File: config.mk
export PLATFORM = sky130hd
export DESIGN_NAME = fca_seq
export DESIGN_NICKNAME = d
export VERILOG_FILES = /design/src/hw/rtl/fca_pkg.sv /design/src/hw/rtl/fca_seq.sv
export SDC_FILE = /design/constraint.sdc
export NUM_CORES = 1
export LEC_CHECK = 0
export BUFFER_PORTS_ARGS = -buffer_cell sky130_fd_sc_hd__buf_2
export CAP_MARGIN = 20
export CORE_UTILIZATION = 45
export CTS_BUF_LIST = sky130_fd_sc_hd__clkbuf_4 sky130_fd_sc_hd__clkbuf_8 sky130_fd_sc_hd__clkbuf_16
export CTS_CLUSTER_SIZE = 28
export DETAILED_ROUTE_END_ITERATION = 10
export PLACE_DENSITY = 0.75
export SYNTH_ARGS = -nofsm -noshare
export SYNTH_HDL_FRONTEND = slang
export SYNTH_SLANG_ARGS = --single-unit
File: constraint.sdc
create_clock -name clk_i -period 3.1 [get_ports clk_i]
set_clock_uncertainty 0.1 [all_clocks]
set_input_delay 0.62 -clock clk_i [delete_from_list [all_inputs] [get_ports clk_i]]
set_output_delay 0.62 -clock clk_i [all_outputs]
set_load 0.02 [all_outputs]
File: src/hw/rtl/fca_pkg.sv
// ----------------------------------------------------------------------------
// fca_pkg
// Types, sizes and codes for the block allocation table chain allocator.
// ----------------------------------------------------------------------------
`timescale 1ns / 1ps
`default_nettype none

package fca_pkg;

  localparam int unsigned TABLE_DEPTH = 1024;
  localparam int unsigned IDX_W       = $clog2(TABLE_DEPTH);
  localparam int unsigned ENTRY_W     = 16;
  localparam int unsigned BLK_W       = 10;
  // scan counter must reach one past the last index
  localparam int unsigned CNT_W       = ((IDX_W > BLK_W) ? IDX_W : BLK_W) + 1;

  localparam logic [ENTRY_W-1:0] FREE_MARK = 16'd0;
  localparam logic [ENTRY_W-1:0] END_MARK  = 16'hFFFF;

  localparam logic [BLK_W-1:0] RESET_LOWEST  = 10'd5;
  localparam logic [BLK_W-1:0] RESET_HIGHEST = 10'd999;

  localparam int unsigned CFG_IDX_W = 2;
  localparam logic [CFG_IDX_W-1:0] CFG_LOWEST  = 2'd0;
  localparam logic [CFG_IDX_W-1:0] CFG_HIGHEST = 2'd1;

  localparam int unsigned IN_TDATA_W  = ((2 * BLK_W + 7) / 8) * 8;
  localparam int unsigned OUT_TDATA_W = ((BLK_W + 7) / 8) * 8;

  typedef enum logic {
    MODE_ALLOC = 1'b0,
    MODE_FREE  = 1'b1
  } mode_e;

  typedef enum logic [1:0] {
    STAT_DONE  = 2'd0,
    STAT_SHORT = 2'd1,
    STAT_NONE  = 2'd2
  } status_e;

  typedef enum logic [2:0] {
    ST_CLEAR,
    ST_IDLE,
    ST_ALLOC,
    ST_ALLOC_END,
    ST_FREE_RD,
    ST_FREE_CHK,
    ST_RESP
  } state_e;

  typedef struct packed {
    mode_e            mode;
    logic [BLK_W-1:0] block_count;
    logic [BLK_W-1:0] start_block;
  } item_t;

  typedef struct packed {
    logic [BLK_W-1:0] lowest;
    logic [BLK_W-1:0] highest;
  } cfg_t;

  typedef struct packed {
    logic [BLK_W-1:0] first_block;
    status_e          status;
  } result_t;

  typedef struct packed {
    logic               we;
    logic [IDX_W-1:0]   waddr;
    logic [ENTRY_W-1:0] wdata;
    logic [IDX_W-1:0]   raddr;
  } ram_req_t;

endpackage

`default_nettype wire

File: src/hw/rtl/fca_seq.sv
// ----------------------------------------------------------------------------
// fca_seq
// Sequencer for table clear, allocation scan and chain free walk.
// ----------------------------------------------------------------------------
`timescale 1ns / 1ps
`default_nettype none

module fca_seq (
  input  wire logic                          clk_i,
  input  wire logic                          rst_ni,
  input  wire logic                          start_i,
  input  wire fca_pkg::item_t                item_i,
  input  wire fca_pkg::cfg_t                 cfg_i,
  output logic                               idle_o,
  output logic                               res_valid_o,
  input  wire logic                          res_ready_i,
  output fca_pkg::result_t                   res_o,
  output fca_pkg::ram_req_t                  ram_req_o,
  input  wire logic [fca_pkg::ENTRY_W-1:0]   ram_rdata_i
);

  localparam int unsigned IDX_W   = fca_pkg::IDX_W;
  localparam int unsigned CNT_W   = fca_pkg::CNT_W;
  localparam int unsigned BLK_W   = fca_pkg::BLK_W;
  localparam int unsigned ENTRY_W = fca_pkg::ENTRY_W;

  fca_pkg::state_e  state_q, state_d;
  fca_pkg::status_e status_q, status_d;

  logic [CNT_W-1:0] idx_q, idx_d;
  logic [CNT_W-1:0] hi_q, hi_d;
  logic             pend_v_q, pend_v_d;
  logic [IDX_W-1:0] pend_idx_q, pend_idx_d;
  logic [IDX_W-1:0] first_q, first_d;
  logic [IDX_W-1:0] last_q, last_d;
  logic             have_q, have_d;
  logic [BLK_W-1:0] got_q, got_d;
  logic [BLK_W-1:0] need_q, need_d;
  logic [IDX_W-1:0] steps_q, steps_d;

  logic             in_range;
  logic             hit;
  logic [BLK_W-1:0] got_inc;
  logic             fill_done;
  logic             scan_over;
  logic             walk_stop;
  logic             clear_last;
  logic             start_oob;
  logic [CNT_W-1:0] hi_clamp;

  // index and count compare / increment terms
  assign in_range   = (idx_q <= hi_q);
  assign hit        = pend_v_q && (ram_rdata_i == fca_pkg::FREE_MARK);
  assign got_inc    = BLK_W'(got_q + 1'b1);
  assign fill_done  = hit && (got_inc == need_q);
  assign scan_over  = !pend_v_q && !in_range;
  assign clear_last = (idx_q == CNT_W'(fca_pkg::TABLE_DEPTH - 1));
  assign start_oob  = (CNT_W'(item_i.start_block) >= CNT_W'(fca_pkg::TABLE_DEPTH));
  assign hi_clamp   = (CNT_W'(cfg_i.highest) > CNT_W'(fca_pkg::TABLE_DEPTH - 1))
                    ? CNT_W'(fca_pkg::TABLE_DEPTH - 1) : CNT_W'(cfg_i.highest);

  // walk ends on an end mark, a free entry, a link off the table or the step cap
  assign walk_stop = (ram_rdata_i == fca_pkg::END_MARK)
                  || (ram_rdata_i == fca_pkg::FREE_MARK)
                  || ({1'b0, ram_rdata_i} >= (ENTRY_W + 1)'(fca_pkg::TABLE_DEPTH))
                  || (steps_q == IDX_W'(fca_pkg::TABLE_DEPTH - 1));

  // next state
  always_comb begin
    state_d = state_q;
    case (state_q)
      fca_pkg::ST_CLEAR: begin
        if (clear_last) begin
          state_d = fca_pkg::ST_IDLE;
        end
      end
      fca_pkg::ST_IDLE: begin
        if (start_i) begin
          if (item_i.mode == fca_pkg::MODE_ALLOC) begin
            state_d = (item_i.block_count == '0) ? fca_pkg::ST_RESP : fca_pkg::ST_ALLOC;
          end else begin
            state_d = start_oob ? fca_pkg::ST_RESP : fca_pkg::ST_FREE_RD;
          end
        end
      end
      fca_pkg::ST_ALLOC: begin
        if (fill_done) begin
          state_d = fca_pkg::ST_ALLOC_END;
        end else if (scan_over) begin
          state_d = have_q ? fca_pkg::ST_ALLOC_END : fca_pkg::ST_RESP;
        end
      end
      fca_pkg::ST_ALLOC_END: state_d = fca_pkg::ST_RESP;
      fca_pkg::ST_FREE_RD:   state_d = fca_pkg::ST_FREE_CHK;
      fca_pkg::ST_FREE_CHK: begin
        state_d = walk_stop ? fca_pkg::ST_RESP : fca_pkg::ST_FREE_RD;
      end
      fca_pkg::ST_RESP: begin
        if (res_ready_i) begin
          state_d = fca_pkg::ST_IDLE;
        end
      end
      default: state_d = fca_pkg::ST_IDLE;
    endcase
  end

  // datapath and table port
  always_comb begin
    idx_d      = idx_q;
    hi_d       = hi_q;
    pend_v_d   = pend_v_q;
    pend_idx_d = pend_idx_q;
    first_d    = first_q;
    last_d     = last_q;
    have_d     = have_q;
    got_d      = got_q;
    need_d     = need_q;
    steps_d    = steps_q;
    status_d   = status_q;

    ram_req_o.we    = 1'b0;
    ram_req_o.waddr = last_q;
    ram_req_o.wdata = fca_pkg::FREE_MARK;
    ram_req_o.raddr = idx_q[IDX_W-1:0];

    case (state_q)
      fca_pkg::ST_CLEAR: begin
        ram_req_o.we    = 1'b1;
        ram_req_o.waddr = idx_q[IDX_W-1:0];
        idx_d           = clear_last ? '0 : CNT_W'(idx_q + 1'b1);
      end
      fca_pkg::ST_IDLE: begin
        if (start_i) begin
          idx_d    = (item_i.mode == fca_pkg::MODE_ALLOC) ? CNT_W'(cfg_i.lowest)
                                                          : CNT_W'(item_i.start_block);
          hi_d     = hi_clamp;
          pend_v_d = 1'b0;
          first_d  = '0;
          have_d   = 1'b0;
          got_d    = '0;
          need_d   = item_i.block_count;
          steps_d  = '0;
          status_d = ((item_i.mode == fca_pkg::MODE_ALLOC) && (item_i.block_count == '0))
                   ? fca_pkg::STAT_NONE : fca_pkg::STAT_DONE;
        end
      end
      fca_pkg::ST_ALLOC: begin
        // one read issued per cycle; data for the previous index checked now
        pend_v_d   = in_range;
        pend_idx_d = idx_q[IDX_W-1:0];
        if (in_range) begin
          idx_d = CNT_W'(idx_q + 1'b1);
        end
        if (hit) begin
          if (have_q) begin
            ram_req_o.we    = 1'b1;
            ram_req_o.waddr = last_q;
            ram_req_o.wdata = ENTRY_W'(pend_idx_q);
          end else begin
            first_d = pend_idx_q;
          end
          have_d = 1'b1;
          last_d = pend_idx_q;
          got_d  = got_inc;
        end else if (scan_over) begin
          status_d = have_q ? fca_pkg::STAT_SHORT : fca_pkg::STAT_NONE;
        end
      end
      fca_pkg::ST_ALLOC_END: begin
        ram_req_o.we    = 1'b1;
        ram_req_o.waddr = last_q;
        ram_req_o.wdata = fca_pkg::END_MARK;
      end
      fca_pkg::ST_FREE_RD: begin
        ram_req_o.raddr = idx_q[IDX_W-1:0];
      end
      fca_pkg::ST_FREE_CHK: begin
        ram_req_o.we    = 1'b1;
        ram_req_o.waddr = idx_q[IDX_W-1:0];
        if (!walk_stop) begin
          idx_d   = CNT_W'(ram_rdata_i[IDX_W-1:0]);
          steps_d = IDX_W'(steps_q + 1'b1);
        end
      end
      default: begin
      end
    endcase
  end

  assign idle_o            = (state_q == fca_pkg::ST_IDLE);
  assign res_valid_o       = (state_q == fca_pkg::ST_RESP);
  assign res_o.first_block = BLK_W'(first_q);
  assign res_o.status      = status_q;

  always_ff @(posedge clk_i or negedge rst_ni) begin
    if (!rst_ni) begin
      state_q  <= fca_pkg::ST_CLEAR;
      idx_q    <= '0;
      pend_v_q <= 1'b0;
      have_q   <= 1'b0;
    end else begin
      state_q  <= state_d;
      idx_q    <= idx_d;
      pend_v_q <= pend_v_d;
      have_q   <= have_d;
    end
  end

  always_ff @(posedge clk_i) begin
    hi_q       <= hi_d;
    pend_idx_q <= pend_idx_d;
    first_q    <= first_d;
    last_q     <= last_d;
    got_q      <= got_d;
    need_q     <= need_d;
    steps_q    <= steps_d;
    status_q   <= status_d;
  end

endmodule

`default_nettype wire

==> flow_metrics.env <==
export IMPL_violations="negative setup slack"
export IMPL_slowest_stage="or4_4"
export IMPL_cts_buffer_depth=2
export IMPL_clock_sinks=88
export IMPL_grt_usage=0.2282
export IMPL_die_y_um=107.6
export IMPL_ys_flop_type="edfxtp_1"
export IMPL_start_util=0.4630
export IMPL_setup_violations_final=10
export IMPL_async_flop_share=0.1818
export IMPL_grt_setup_unrepaired="true"
export IMPL_max_freq_mhz=315.3
export IMPL_synth_net_count=554
export IMPL_coreArea_mm2=0.01084
export IMPL_layout_common_cells="buf_2, edfxtp_1, nor2_1"
export IMPL_port_buffers=111
export IMPL_drtIter0Drc=274
export IMPL_dp_slack_ps=-207.9
export IMPL_ys_types=64
export IMPL_synth_compound_area_frac=0.1114
export IMPL_synth_fa_ha_area_frac=0.03740
export IMPL_synth_edf_count=72
export IMPL_rows=38
export IMPL_p_per_area_mw_per_mm2=707.8
export IMPL_fin_total_pwr_mw=4.354
export IMPL_post_route_drc_count=0
export IMPL_cp_max_fo=5
export IMPL_worstMarginPinSlew_ps=538.9
export IMPL_start_kind="input port"
export IMPL_worstPathRequired_ps=2380
export IMPL_root_buffer="clkbuf_8"
export IMPL_dp_hpwl_mm=9.317
export IMPL_grt_pass1_wl_mm=20.00
export IMPL_yosysWarnings=0
export IMPL_drive_above_1_share=0.3383
export IMPL_drv_cap=0
export IMPL_overflow=0
export IMPL_ir_drop_mv=0.3391
export IMPL_endpoint_kind="output pin"
export IMPL_crit_type="in -> out"
export IMPL_grt_pass1_vias=3891
export IMPL_clk_pin_slew_ps=90
export IMPL_io_pins=112
export IMPL_maxSlewHeadroom=0.6394
export IMPL_htree_levels=3
export IMPL_slew_viol_final=0
export IMPL_met2_usage=0.3658
export IMPL_drt_pass1_iter_count=5
export IMPL_slowest_delay_ps=530
export IMPL_syn_to_final_growth_pct=22.56
export IMPL_hold_buffers=0
export IMPL_ys_seq_area_frac=0.5106
export IMPL_antenna_found_initial=0
export IMPL_nets=680
export IMPL_post_dp_cell_area_mm2=0.005809
export IMPL_cts_buffers=9
export IMPL_fin_crit_ps=3171
export IMPL_syn_inst=478
export IMPL_min_period_over_period=1.023
export IMPL_met1_usage=0.3107
export IMPL_use_met3=0.02906
export IMPL_fin_setup_tns_ps=-493.1
export IMPL_synth_xor_area_frac=0.04363
export IMPL_post_synth_mux_area_share=0.05211
export IMPL_vias=4115
export IMPL_place_inst=729
export IMPL_place_congestion=0.8723
export IMPL_synth_seq_cells=88
export IMPL_finalWirelength_mm=12.92
export IMPL_grt_max_degree=27
export IMPL_crit_arrival_ps=2450
export IMPL_die_w_um=107.6
export IMPL_status="finished with violations"
export IMPL_cts_tree="done"
export IMPL_hp_class="in -> async"
export IMPL_stdcell_area_mm2=0.006151
export IMPL_syn_area_mm2=0.005019
export IMPL_synth_top_family_by_area="simple AND/OR/NAND/NOR gates"
export IMPL_via_per_inst=5.494
export IMPL_layout_commonest_cell="buf_2"
export IMPL_layoutNonFillerInstCount=749
export IMPL_path_cells="buf_6 > or4_4 > nor4_4 > and4_1 > and2_4 > and3_4 > nand2_1 > nand2_1 > buf_6"
export IMPL_num_antenna_cells=0
export IMPL_clk_latency_ps=370
export IMPL_gr_max_usage_layer="met2"
export IMPL_synth_simple_gate_area_frac=0.1835
export IMPL_setup_ws_ps=-71.17
export IMPL_antenna_left=0
export IMPL_wl_per_cell_um=17.25
export IMPL_die_area_mm2=0.01158
export IMPL_p_leak_nw=2.637
export IMPL_synth_area_per_cell_um2=10.50
export IMPL_finalHoldViolCount=0
[metrics by stage]
| stage | util | hold WS (ps) |
|---|---|---|
| 3_5_place_dp | 0.5359 | 367.3 |
| 3_3_place_gp | 0.5359 | 370.1 |
| 4_1_cts | 0.5635 | 62.83 |
| 6_report | 0.5674 | 61.51 |
| 5_1_grt | 0.5674 | 80.05 |
| 2_1_floorplan | - | 224.4 |
[worst max-delay path, delay by kind of cell]
kind	cells	cell delay, ps
buffers and inverters	2	210
AND/OR/NAND/NOR	7	1620
[path summary, 6_finish.rpt]
check,startpoint,to,slack (ps),depth (start not counted)
max in group asynchronous,rst_ni,state_q[1]$_DFFE_PN0P_,2550,1
worst min register to register,pend_idx_q[8]$_DFFE_PP_,last_q[8]$_DFFE_PP_,400,0
worst max-delay path,ram_rdata_i[4],ram_req_o[14],-70,9
worst max register to register,idx_q[1]$_DFFE_PN0P_,idx_q[9]$_DFFE_PN0P_,440,8
worst min-delay path,rst_ni,idx_q[3]$_DFFE_PN0P_,60,1
min in group clk_i,cfg_i[9],hi_q[9]$_DFFE_PP_,320,1
[metal layers]
| layer | routed length [um] | share of wire | up-vias |
|---|---|---|---|
| met2 | 6154 | 0.48 | 157 |
| met3 | 747 | 0.058 | 24 |
| li1 | - | - | 1965 |
| met4 | 345 | 0.027 | 0 |
| met1 | 5675 | 0.44 | 1969 |
| met5 | 0 | 0 | - |
[cells in the mapped netlist (all sizes together) (13+ instances only)]
cell type	instances	area (um2)
edfxtp	72	2162
nand2	59	229.0
nor2	45	168.9
o21ai	25	125.1
inv	24	90.09
a21oi	20	100.1
buf	20	148.9
nand3	20	100.1
dfrtp	16	400.4
ha	15	187.7
and2	14	87.58
mux2	14	161.4
xor2	14	122.6
clkbuf	13	68.82
[flip-flops by register name (all words and copies together), names as in the netlist, 2 cells and up]
name / count
idx_q: 11
got_q: 10
last_q: 10
hi_q: 10
need_q: 10
steps_q: 10
first_q: 10
status_q: 2
pend_idx_q: 10
state_q: 3
[kinds of logic (layout without fill, tap and decap cells)]
logic type,Yosys count,after routing
XOR/XNOR,25,25
AO/OA/AOI/OAI,83,83
buffers and inverters,57,187
AND/OR/NAND/NOR,186,187
flip-flops,88,88
adder cells (fa/ha/maj),15,15
multiplexers,24,24
[layout make-up]
class / instances / area, um2
multi-input cells: 334 / 2208
flip-flops and latches: 88 / 2562
inverters: 24 / 90.09
fillers: 906 / 4690
well taps: 140 / 175.2
clock inverters: 7 / 71.32
repair buffers: 147 / 919.6
clock buffers: 9 / 123.9
[where the power goes]
group / internal [mW] / total, mW / leakage [nW] / switching [mW]
Combinational: 0.739 / 1.88 / 1.67 / 1.14
Sequential: 1.51 / 1.68 / 0.859 / 0.172
Clock: 0.374 / 0.792 / 0.103 / 0.418
[repair_timing]
item                                    in CTS  in global routing
pin swaps                                   11                 13
gates resized for setup                     35                  6
cloned                                       1                  0
endpoints found under the setup margin      10                 17
setup buffers                                1                  3
No activity file was read; power rests on OpenSTA's default activity.
